**config.mk**
```make
export PLATFORM = sky130hd
export DESIGN_NAME = even_smooth_fft_size_select_flat
export DESIGN_NICKNAME = d
export VERILOG_FILES = /design/src/design/esfs_pkg.sv /design/src/design/esfs_req_if.sv /design/src/design/esfs_rsp_if.sv /design/src/design/esfs_dp.sv /design/src/design/esfs_ctrl.sv /design/src/design/even_smooth_fft_size_select.sv /design/src/flat_wrapper.sv
export SDC_FILE = /design/constraint.sdc
export NUM_CORES = 1
export LEC_CHECK = 0
export ABC_AREA = 1
export BUFFER_PORTS_ARGS = -buffer_cell sky130_fd_sc_hd__buf_2
export CAP_MARGIN = 40
export CELL_PAD_IN_SITES_DETAIL_PLACEMENT = 0
export CELL_PAD_IN_SITES_GLOBAL_PLACEMENT = 1
export CORE_MARGIN = 2
export CORE_UTILIZATION = 40
export CTS_CLUSTER_SIZE = 28
export DETAILED_ROUTE_END_ITERATION = 10
export PLACE_DENSITY = 0.79
export SLEW_MARGIN = 20
export SYNTH_ARGS = -nofsm -noshare
export SYNTH_HDL_FRONTEND = slang
export SYNTH_HIERARCHICAL = 1
export SYNTH_SLANG_ARGS = --single-unit
```
**constraint.sdc**
```tcl
create_clock -name clk -period 4.93 [get_ports clk]
set_input_delay 0.986 -clock clk [delete_from_list [all_inputs] [get_ports clk]]
set_output_delay 0.986 -clock clk [all_outputs]
set_load 0.02 [all_outputs]
```
**src/design/esfs_pkg.sv**
```systemverilog
// Shared constants and controller/datapath handshake types for the FFT size selector.
package esfs_pkg;

	// Largest length that can be chosen is 2**LENGTH_BITS
	localparam int LENGTH_BITS = 24;

	// Request and result field widths
	localparam int LEN_W    = 25;
	localparam int TWOS_W   = 5;
	localparam int THREES_W = 4;
	localparam int FIVES_W  = 4;

	// Commands from the controller to the datapath
	typedef struct packed {
		logic load;     // capture a new request and set up the search
		logic dbl;      // double the starting candidate 2**a until it reaches n
		logic visit;    // compare the current candidate against the best so far
		logic next_c;   // move to the next power of five in this row
		logic next_b;   // move to the next power of three, back to c = 0
		logic publish;  // copy the best candidate into the result register
	} esfs_cmd_t;

	// Status from the datapath to the controller
	typedef struct packed {
		logic need_double;  // starting candidate still below n
		logic c_room;       // 2*3^b*5^(c+1) still within the limit
		logic b_room;       // 2*3^(b+1) still within the limit
	} esfs_stat_t;

endpackage

```
**src/design/esfs_req_if.sv**
```systemverilog
// Request channel: proposed transform length.
interface esfs_req_if import esfs_pkg::*; ();
	logic             valid;
	logic             ready;
	logic [LEN_W-1:0] proposed_length;

	modport source (output valid, output proposed_length, input ready);
	modport sink   (input valid, input proposed_length, output ready);
endinterface

```
**src/design/esfs_rsp_if.sv**
```systemverilog
// Result channel: chosen transform length and its exponents.
interface esfs_rsp_if import esfs_pkg::*; ();
	logic                valid;
	logic                ready;
	logic [LEN_W-1:0]    chosen_length;
	logic [TWOS_W-1:0]   twos_exponent;
	logic [THREES_W-1:0] threes_exponent;
	logic [FIVES_W-1:0]  fives_exponent;

	modport source (output valid, output chosen_length, output twos_exponent,
		output threes_exponent, output fives_exponent, input ready);
	modport sink   (input valid, input chosen_length, input twos_exponent,
		input threes_exponent, input fives_exponent, output ready);
endinterface

```
**src/design/esfs_dp.sv**
```systemverilog
// Datapath of the size selector: candidate registers, best tracker and result register.
module esfs_dp import esfs_pkg::*; (
	input  logic                clk,
	input  logic [LEN_W-1:0]    proposed_length,
	input  esfs_cmd_t           cmd,
	output esfs_stat_t          st,
	output logic [LEN_W-1:0]    chosen_length,
	output logic [TWOS_W-1:0]   twos_exponent,
	output logic [THREES_W-1:0] threes_exponent,
	output logic [FIVES_W-1:0]  fives_exponent
);

	// candidates stay below 2**(LENGTH_BITS+1): below 2n when a > 1, at most 2**LENGTH_BITS when a = 1
	localparam int VW   = LENGTH_BITS + 1;
	localparam int XW   = VW + 3;
	localparam int AW   = $clog2(LENGTH_BITS + 1);
	localparam int CMPW = (VW > LEN_W) ? VW : LEN_W;
	localparam logic [VW-1:0]   LIMIT   = VW'(1) << LENGTH_BITS;
	localparam logic [CMPW-1:0] LIMIT_C = CMPW'(1) << LENGTH_BITS;
	localparam logic [AW-1:0]   A_TOP   = AW'(LENGTH_BITS);

	logic [VW-1:0]       n_q;
	logic [VW-1:0]       v_row_q, v_cur_q;   // smallest 2^a*3^b*5^c >= n for row / cell
	logic [AW-1:0]       a_row_q, a_cur_q;
	logic [VW-1:0]       p_row_q, p_cur_q;   // 2*3^b and 2*3^b*5^c
	logic [THREES_W-1:0] b_q;
	logic [FIVES_W-1:0]  c_q;
	logic [VW-1:0]       best_q;
	logic [AW-1:0]       best_a_q;
	logic [THREES_W-1:0] best_b_q;
	logic [FIVES_W-1:0]  best_c_q;

	logic [CMPW-1:0] req_ext;
	logic [VW-1:0]   n_clamped;
	logic [XW-1:0]   n_x;
	logic [XW-1:0]   x5, x3;
	logic [VW-1:0]   v5, v3;
	logic [AW-1:0]   a5, a3;
	logic [XW-1:0]   p5, p3;

	// clamp the request into [2, 2**LENGTH_BITS]
	always_comb begin
		req_ext = CMPW'(proposed_length);
		priority if (req_ext > LIMIT_C) begin
			n_clamped = LIMIT;
		end else if (req_ext < CMPW'(2)) begin
			n_clamped = VW'(2);
		end else begin
			n_clamped = VW'(req_ext);
		end
	end

	assign n_x = XW'(n_q);

	// times five, then drop up to three factors of two while still >= n
	assign x5 = (XW'(v_cur_q) << 2) + XW'(v_cur_q);
	always_comb begin
		priority if (a_cur_q > AW'(3) && (x5 >> 3) >= n_x) begin
			v5 = VW'(x5 >> 3);
			a5 = a_cur_q - AW'(3);
		end else if (a_cur_q > AW'(2) && (x5 >> 2) >= n_x) begin
			v5 = VW'(x5 >> 2);
			a5 = a_cur_q - AW'(2);
		end else if (a_cur_q > AW'(1) && (x5 >> 1) >= n_x) begin
			v5 = VW'(x5 >> 1);
			a5 = a_cur_q - AW'(1);
		end else begin
			v5 = VW'(x5);
			a5 = a_cur_q;
		end
	end

	// times three on the row start, then drop up to two factors of two
	assign x3 = (XW'(v_row_q) << 1) + XW'(v_row_q);
	always_comb begin
		priority if (a_row_q > AW'(2) && (x3 >> 2) >= n_x) begin
			v3 = VW'(x3 >> 2);
			a3 = a_row_q - AW'(2);
		end else if (a_row_q > AW'(1) && (x3 >> 1) >= n_x) begin
			v3 = VW'(x3 >> 1);
			a3 = a_row_q - AW'(1);
		end else begin
			v3 = VW'(x3);
			a3 = a_row_q;
		end
	end

	// bounds of the exponent search
	assign p5 = (XW'(p_cur_q) << 2) + XW'(p_cur_q);
	assign p3 = (XW'(p_row_q) << 1) + XW'(p_row_q);

	assign st.need_double = v_cur_q < n_q;
	assign st.c_room      = p5 <= XW'(LIMIT);
	assign st.b_room      = p3 <= XW'(LIMIT);

	// search registers
	always_ff @(posedge clk) begin
		if (cmd.load) begin
			n_q      <= n_clamped;
			v_row_q  <= VW'(2);
			v_cur_q  <= VW'(2);
			a_row_q  <= AW'(1);
			a_cur_q  <= AW'(1);
			p_row_q  <= VW'(2);
			p_cur_q  <= VW'(2);
			b_q      <= '0;
			c_q      <= '0;
			best_q   <= LIMIT;
			best_a_q <= A_TOP;
			best_b_q <= '0;
			best_c_q <= '0;
		end else begin
			if (cmd.dbl) begin
				v_row_q <= v_row_q << 1;
				v_cur_q <= v_cur_q << 1;
				a_row_q <= a_row_q + AW'(1);
				a_cur_q <= a_cur_q + AW'(1);
			end
			if (cmd.visit && v_cur_q < best_q) begin
				best_q   <= v_cur_q;
				best_a_q <= a_cur_q;
				best_b_q <= b_q;
				best_c_q <= c_q;
			end
			// a step along the row takes priority over a step to the next row
			if (cmd.next_c) begin
				v_cur_q <= v5;
				a_cur_q <= a5;
				p_cur_q <= VW'(p5);
				c_q     <= c_q + FIVES_W'(1);
			end else if (cmd.next_b) begin
				v_row_q <= v3;
				a_row_q <= a3;
				v_cur_q <= v3;
				a_cur_q <= a3;
				p_row_q <= VW'(p3);
				p_cur_q <= VW'(p3);
				b_q     <= b_q + THREES_W'(1);
				c_q     <= '0;
			end
		end
	end

	// result register
	always_ff @(posedge clk) begin
		if (cmd.publish) begin
			chosen_length   <= LEN_W'(best_q);
			twos_exponent   <= TWOS_W'(best_a_q);
			threes_exponent <= best_b_q;
			fives_exponent  <= best_c_q;
		end
	end

endmodule

```
**src/design/esfs_ctrl.sv**
```systemverilog
// Controller of the size selector: request handshake, search sequencing, result valid.
module esfs_ctrl import esfs_pkg::*; (
	input  logic       clk,
	input  logic       arst_n,
	input  logic       in_valid,
	output logic       in_ready,
	output logic       out_valid,
	input  logic       out_ready,
	input  esfs_stat_t st,
	output esfs_cmd_t  cmd
);

	typedef enum logic [1:0] {
		IDLE,
		INIT,
		SCAN,
		FINISH
	} state_t;

	state_t state_q;
	logic   out_valid_q;

	assign in_ready  = (state_q == IDLE);
	assign out_valid = out_valid_q;

	// command decode
	always_comb begin
		cmd = '0;
		unique case (state_q)
			IDLE: begin
				cmd.load = in_valid;
			end
			INIT: begin
				cmd.dbl = st.need_double;
			end
			SCAN: begin
				cmd.visit = 1'b1;
				// last cell of the search takes neither step
				if (st.c_room) begin
					cmd.next_c = 1'b1;
				end else if (st.b_room) begin
					cmd.next_b = 1'b1;
				end
			end
			FINISH: begin
				cmd.publish = !out_valid_q || out_ready;
			end
			default: begin
				cmd = '0;
			end
		endcase
	end

	// state and result valid
	always_ff @(posedge clk or negedge arst_n) begin
		if (!arst_n) begin
			state_q     <= IDLE;
			out_valid_q <= 1'b0;
		end else begin
			if (cmd.publish) begin
				out_valid_q <= 1'b1;
			end else if (out_ready) begin
				out_valid_q <= 1'b0;
			end
			unique case (state_q)
				IDLE: begin
					if (in_valid) begin
						state_q <= INIT;
					end
				end
				INIT: begin
					if (!st.need_double) begin
						state_q <= SCAN;
					end
				end
				SCAN: begin
					if (!st.c_room && !st.b_room) begin
						state_q <= FINISH;
					end
				end
				FINISH: begin
					if (cmd.publish) begin
						state_q <= IDLE;
					end
				end
				default: begin
					state_q <= IDLE;
				end
			endcase
		end
	end

endmodule

```
**src/design/even_smooth_fft_size_select.sv**
```systemverilog
// Top level of the FFT size selector: controller plus datapath behind a request channel and a result channel.
//
// Returns the smallest even length 2^a*3^b*5^c (a >= 1) not below the requested length,
// with its exponents; requests of 2 or less give 2, requests above 2^24 give 2^24. One
// request is worked at a time. The search first doubles 2 up to the request, then visits
// every base 2*3^b*5^c within 2^24, stepping the candidate by x5 or x3 and dropping
// factors of two. The result sits in an output register, so a new request is taken
// while the previous result waits to be read.
module even_smooth_fft_size_select import esfs_pkg::*; (
	input logic       clk,
	input logic       arst_n,
	esfs_req_if.sink  request,
	esfs_rsp_if.source result
);

	esfs_cmd_t  cmd;
	esfs_stat_t st;

	esfs_ctrl u_ctrl (
		.clk       (clk),
		.arst_n    (arst_n),
		.in_valid  (request.valid),
		.in_ready  (request.ready),
		.out_valid (result.valid),
		.out_ready (result.ready),
		.st        (st),
		.cmd       (cmd)
	);

	esfs_dp u_dp (
		.clk             (clk),
		.proposed_length (request.proposed_length),
		.cmd             (cmd),
		.st              (st),
		.chosen_length   (result.chosen_length),
		.twos_exponent   (result.twos_exponent),
		.threes_exponent (result.threes_exponent),
		.fives_exponent  (result.fives_exponent)
	);

endmodule

```
**src/flat_wrapper.sv**
```systemverilog
// flat-port wrapper written by rule: the top's interface ports become plain ports
module even_smooth_fft_size_select_flat import esfs_pkg::*;
  (clk, arst_n, request_valid, request_proposed_length, request_ready, result_valid, result_chosen_length, result_twos_exponent, result_threes_exponent, result_fives_exponent, result_ready);
  esfs_req_if request_i ();
  esfs_rsp_if result_i ();
  input logic clk;
  input logic arst_n;
  input wire logic [$bits(request_i.valid)-1:0] request_valid;
  input wire logic [$bits(request_i.proposed_length)-1:0] request_proposed_length;
  output wire logic [$bits(request_i.ready)-1:0] request_ready;
  output wire logic [$bits(result_i.valid)-1:0] result_valid;
  output wire logic [$bits(result_i.chosen_length)-1:0] result_chosen_length;
  output wire logic [$bits(result_i.twos_exponent)-1:0] result_twos_exponent;
  output wire logic [$bits(result_i.threes_exponent)-1:0] result_threes_exponent;
  output wire logic [$bits(result_i.fives_exponent)-1:0] result_fives_exponent;
  input wire logic [$bits(result_i.ready)-1:0] result_ready;
  assign request_i.valid = request_valid;
  assign request_i.proposed_length = request_proposed_length;
  assign request_ready = request_i.ready;
  assign result_valid = result_i.valid;
  assign result_chosen_length = result_i.chosen_length;
  assign result_twos_exponent = result_i.twos_exponent;
  assign result_threes_exponent = result_i.threes_exponent;
  assign result_fives_exponent = result_i.fives_exponent;
  assign result_i.ready = result_ready;
  even_smooth_fft_size_select u_core (.clk(clk), .arst_n(arst_n), .request(request_i), .result(result_i));
endmodule
```
==> results.sh <==
export IMPL_cts_hold_buf=0
export IMPL_ys_warn_count=6
export IMPL_wirelength_um=70360
export IMPL_cts_buffer_depth=3
export IMPL_htreeDepth=1
export IMPL_synthDistinctLibCells=64
export IMPL_die_w_um=228.8
export IMPL_outcome="complete, no violations"
export IMPL_die_y_um=228.8
export IMPL_ios=69
export IMPL_post_route_period_util_pct=95.21
export IMPL_initial_core_util_pct=40.38
export IMPL_fin_skew_ns=0.01743
export IMPL_antenna_found_initial=0
export IMPL_grt_pass1_wl_um=108900
export IMPL_fin_setup_tns_ns=0
export IMPL_post_cts_resized=0
export IMPL_drt_iter0_drc=2027
export IMPL_crit_type="register to register"
export IMPL_synth_flop_cell="dfxtp_1"
export IMPL_ant_nets=0
export IMPL_drive_gt1_share_pct=9.032
export IMPL_routedWlPerCell_um=18.82
export IMPL_syn_nets=3274
export IMPL_maxSlewHeadroom_pct=35.87
export IMPL_routabilityCongestion=0.9770
export IMPL_r2r_cells=22
export IMPL_cts_repair_timing_setup_buffer_count=0
export IMPL_insertion_delay_ns=0.58
export IMPL_grt_max_degree=100
export IMPL_multiInputGateArea_um2=13550
export IMPL_coreArea_um2=50070
export IMPL_grt_usage_pct=26.16
export IMPL_end_kind="register"
export IMPL_yosys_top_cells_area="ha_1, dfxtp_1, nand2_1"
export IMPL_drc=0
export IMPL_yosysTopAreaCell="ha_1"
export IMPL_grt_setup_unrepaired="no"
export IMPL_setup_viol=0
export IMPL_synth_seq_cells=219
export IMPL_dr_total_vias=20610
export IMPL_cts_sinks=219
export IMPL_vias_per_cell=5.513
export IMPL_synth_top_area_share_pct=18.01
export IMPL_syn_inst=2951
export IMPL_path_max_fanout=11
export IMPL_numPortBuffers=68
export IMPL_yosysSeqAreaShare_pct=24.88
export IMPL_num_antenna_cells=0
export IMPL_reg2reg_slack_ns=0.24
export IMPL_start_kind="register"
export IMPL_num_nets_final=3369
export IMPL_worstMarginPinSlew_ns=0.9619
export IMPL_min_path_type="input port to asynchronous set/reset pin"
export IMPL_worstPathArrival_ns=5.14
export IMPL_async_reset_ff_share_pct=1.370
export IMPL_cts_tree="built"
export IMPL_seq_area_um2=5031
export IMPL_dp_final_hpwl_um=54610
export IMPL_synth_common_cells="nand2_1, inv_1, ha_1"
export IMPL_area_growth_pct=12.20
export IMPL_n_fill_cell=5147
export IMPL_maxCapViolCount=0
export IMPL_row_count=82
export IMPL_first_pass_iters=5
export IMPL_synth_most_common_cell="nand2_1"
export IMPL_r2r_start="u_core/u_dp/v_cur_q[15]"
export IMPL_max_freq_ghz=0.2130
export IMPL_clk_pin_slew_ns=0.06
export IMPL_syn_cell_area_um2=20220
export IMPL_slew_violations=0
export IMPL_die_area_um2=52360
export IMPL_root_buffer="clkbuf_16"
export IMPL_grt_overflow_total=0
export IMPL_grt_pass1_vias=18980
export IMPL_syn_avg_cell_area_um2=6.851
export IMPL_synth_enable_flop_cells=63
export IMPL_crit_required_ns=5.38
export IMPL_hold_violations=0
export IMPL_numCtsBuffers=27
export IMPL_period_needed_ns=4.694
export IMPL_timing_rr_end="u_core/u_dp/v_cur_q[16]"
==> worst max path at each step <==
| stage | cells after the start | slack, ns | to | startpoint |
|---|---|---|---|---|
| after floorplan | 24 | 1.22 | u_core/u_dp/a_cur_q[1] | u_core/u_dp/v_cur_q[2] |
| after global placement | 25 | 0.22 | u_core/u_dp/v_cur_q[5] | u_core/u_dp/p_cur_q[9] |
| after detailed placement | 25 | 0.22 | u_core/u_dp/v_cur_q[5] | u_core/u_dp/p_cur_q[11] |
| after CTS | 25 | 0.19 | u_core/u_dp/v_cur_q[5] | u_core/u_dp/p_cur_q[11] |
| after global routing | 30 | 0.01 | u_core/u_dp/v_cur_q[13] | u_core/u_dp/v_row_q[0] |
| final | 22 | 0.24 | u_core/u_dp/v_cur_q[16] | u_core/u_dp/v_cur_q[15] |
==> final cells by class <==
| cell class | count | share of cell area [%] |
|---|---|---|
| Multi-Input combinational cell | 2290 | 59.71 |
| Sequential cell | 219 | 22.18 |
| Inverter | 359 | 5.979 |
| Timing Repair Buffer | 149 | 4.545 |
| Tap cell | 672 | 3.707 |
| Clock buffer | 34 | 3.138 |
| Clock inverter | 16 | 0.7391 |
==> per-stage QoR <==
step                hold slack, ns  std cells  utilization, %  area [um2]  worst slack, ns
floorplan                   0.4082       2951               -       20220            1.224
global placement            0.4148       3685           43.28       21670           0.2223
detailed placement          0.4206       3687           43.35       21710           0.2195
CTS                         0.1869       3737           45.11       22590           0.1915
global route                0.1998       3739           45.31       22680          0.01104
finish                      0.2107       3739           45.31       22680           0.2362
==> flip-flops by register name, summed over array words and instances, names as in the netlist, 5 cells and up <==
signal / flops
u_core/u_dp/best_a_q: 5
u_core/u_dp/a_row_q: 5
u_core/u_dp/p_row_q: 23
u_core/u_dp/best_q: 25
u_core/u_dp/chosen_length: 25
u_core/u_dp/v_cur_q: 25
u_core/u_dp/a_cur_q: 5
u_core/u_dp/n_q: 25
u_core/u_dp/v_row_q: 25
u_core/u_dp/twos_exponent: 5
u_core/u_dp/p_cur_q: 24
==> cells in the final DEF (no fill, tap or decap), types with 54 or more instances in the layout <==
cell type  instances
a21oi_1          276
buf_2             68
buf_4             75
dfxtp_1          152
edfxtp_1          63
ha_1             290
inv_1            344
nand2_1          724
nand3_1          204
nor2_1           216
o21ai_0          187
xor2_1            54
==> layer usage <==
metal	wire length, um	GRT usage (%)
met4	2046	7.244
met3	5194	2.333
met5	0	0
met2	29670	40.25
met1	33450	38.85
==> critical path, cell delays in order (launching register included) <==
cell and delay, ns:
dfxtp_1 0.39, ha_1 0.48, nand2_1 0.15, nor2_1 0.17
inv_1 0.08, nor2_1 0.17, nand4_1 0.12, nand3_1 0.16
xor2_1 0.55, inv_1 0.30, ha_1 0.38, nand4_1 0.10
nor3_1 0.18, nand2_1 0.07, o21ai_0 0.18, nor2_2 0.08
nand3_4 0.10, buf_4 0.21, nand3_1 0.09, nand3_1 0.12
nand3_1 0.12, a21oi_1 0.28, nor2_1 0.06
==> cell families (layout without fill, tap and decap cells) <==
logic type                 Yosys count  in the layout  synth area share (%)
AOI/OAI and AO/OA                  619            619                 17.13
xor gates and xnor gates            80             80                 3.466
adders and majority gates          294            294                 18.31
buffers and inverters              443            558                 8.640
DFF                                219            219                 24.88
muxes                                7              7                0.3466
and+or+nand+nor                   1289           1290                 27.23
Power is left out: the tool's default activity adds up to more than one toggle a clock period on the data nets, which glitch-free logic cannot reach.
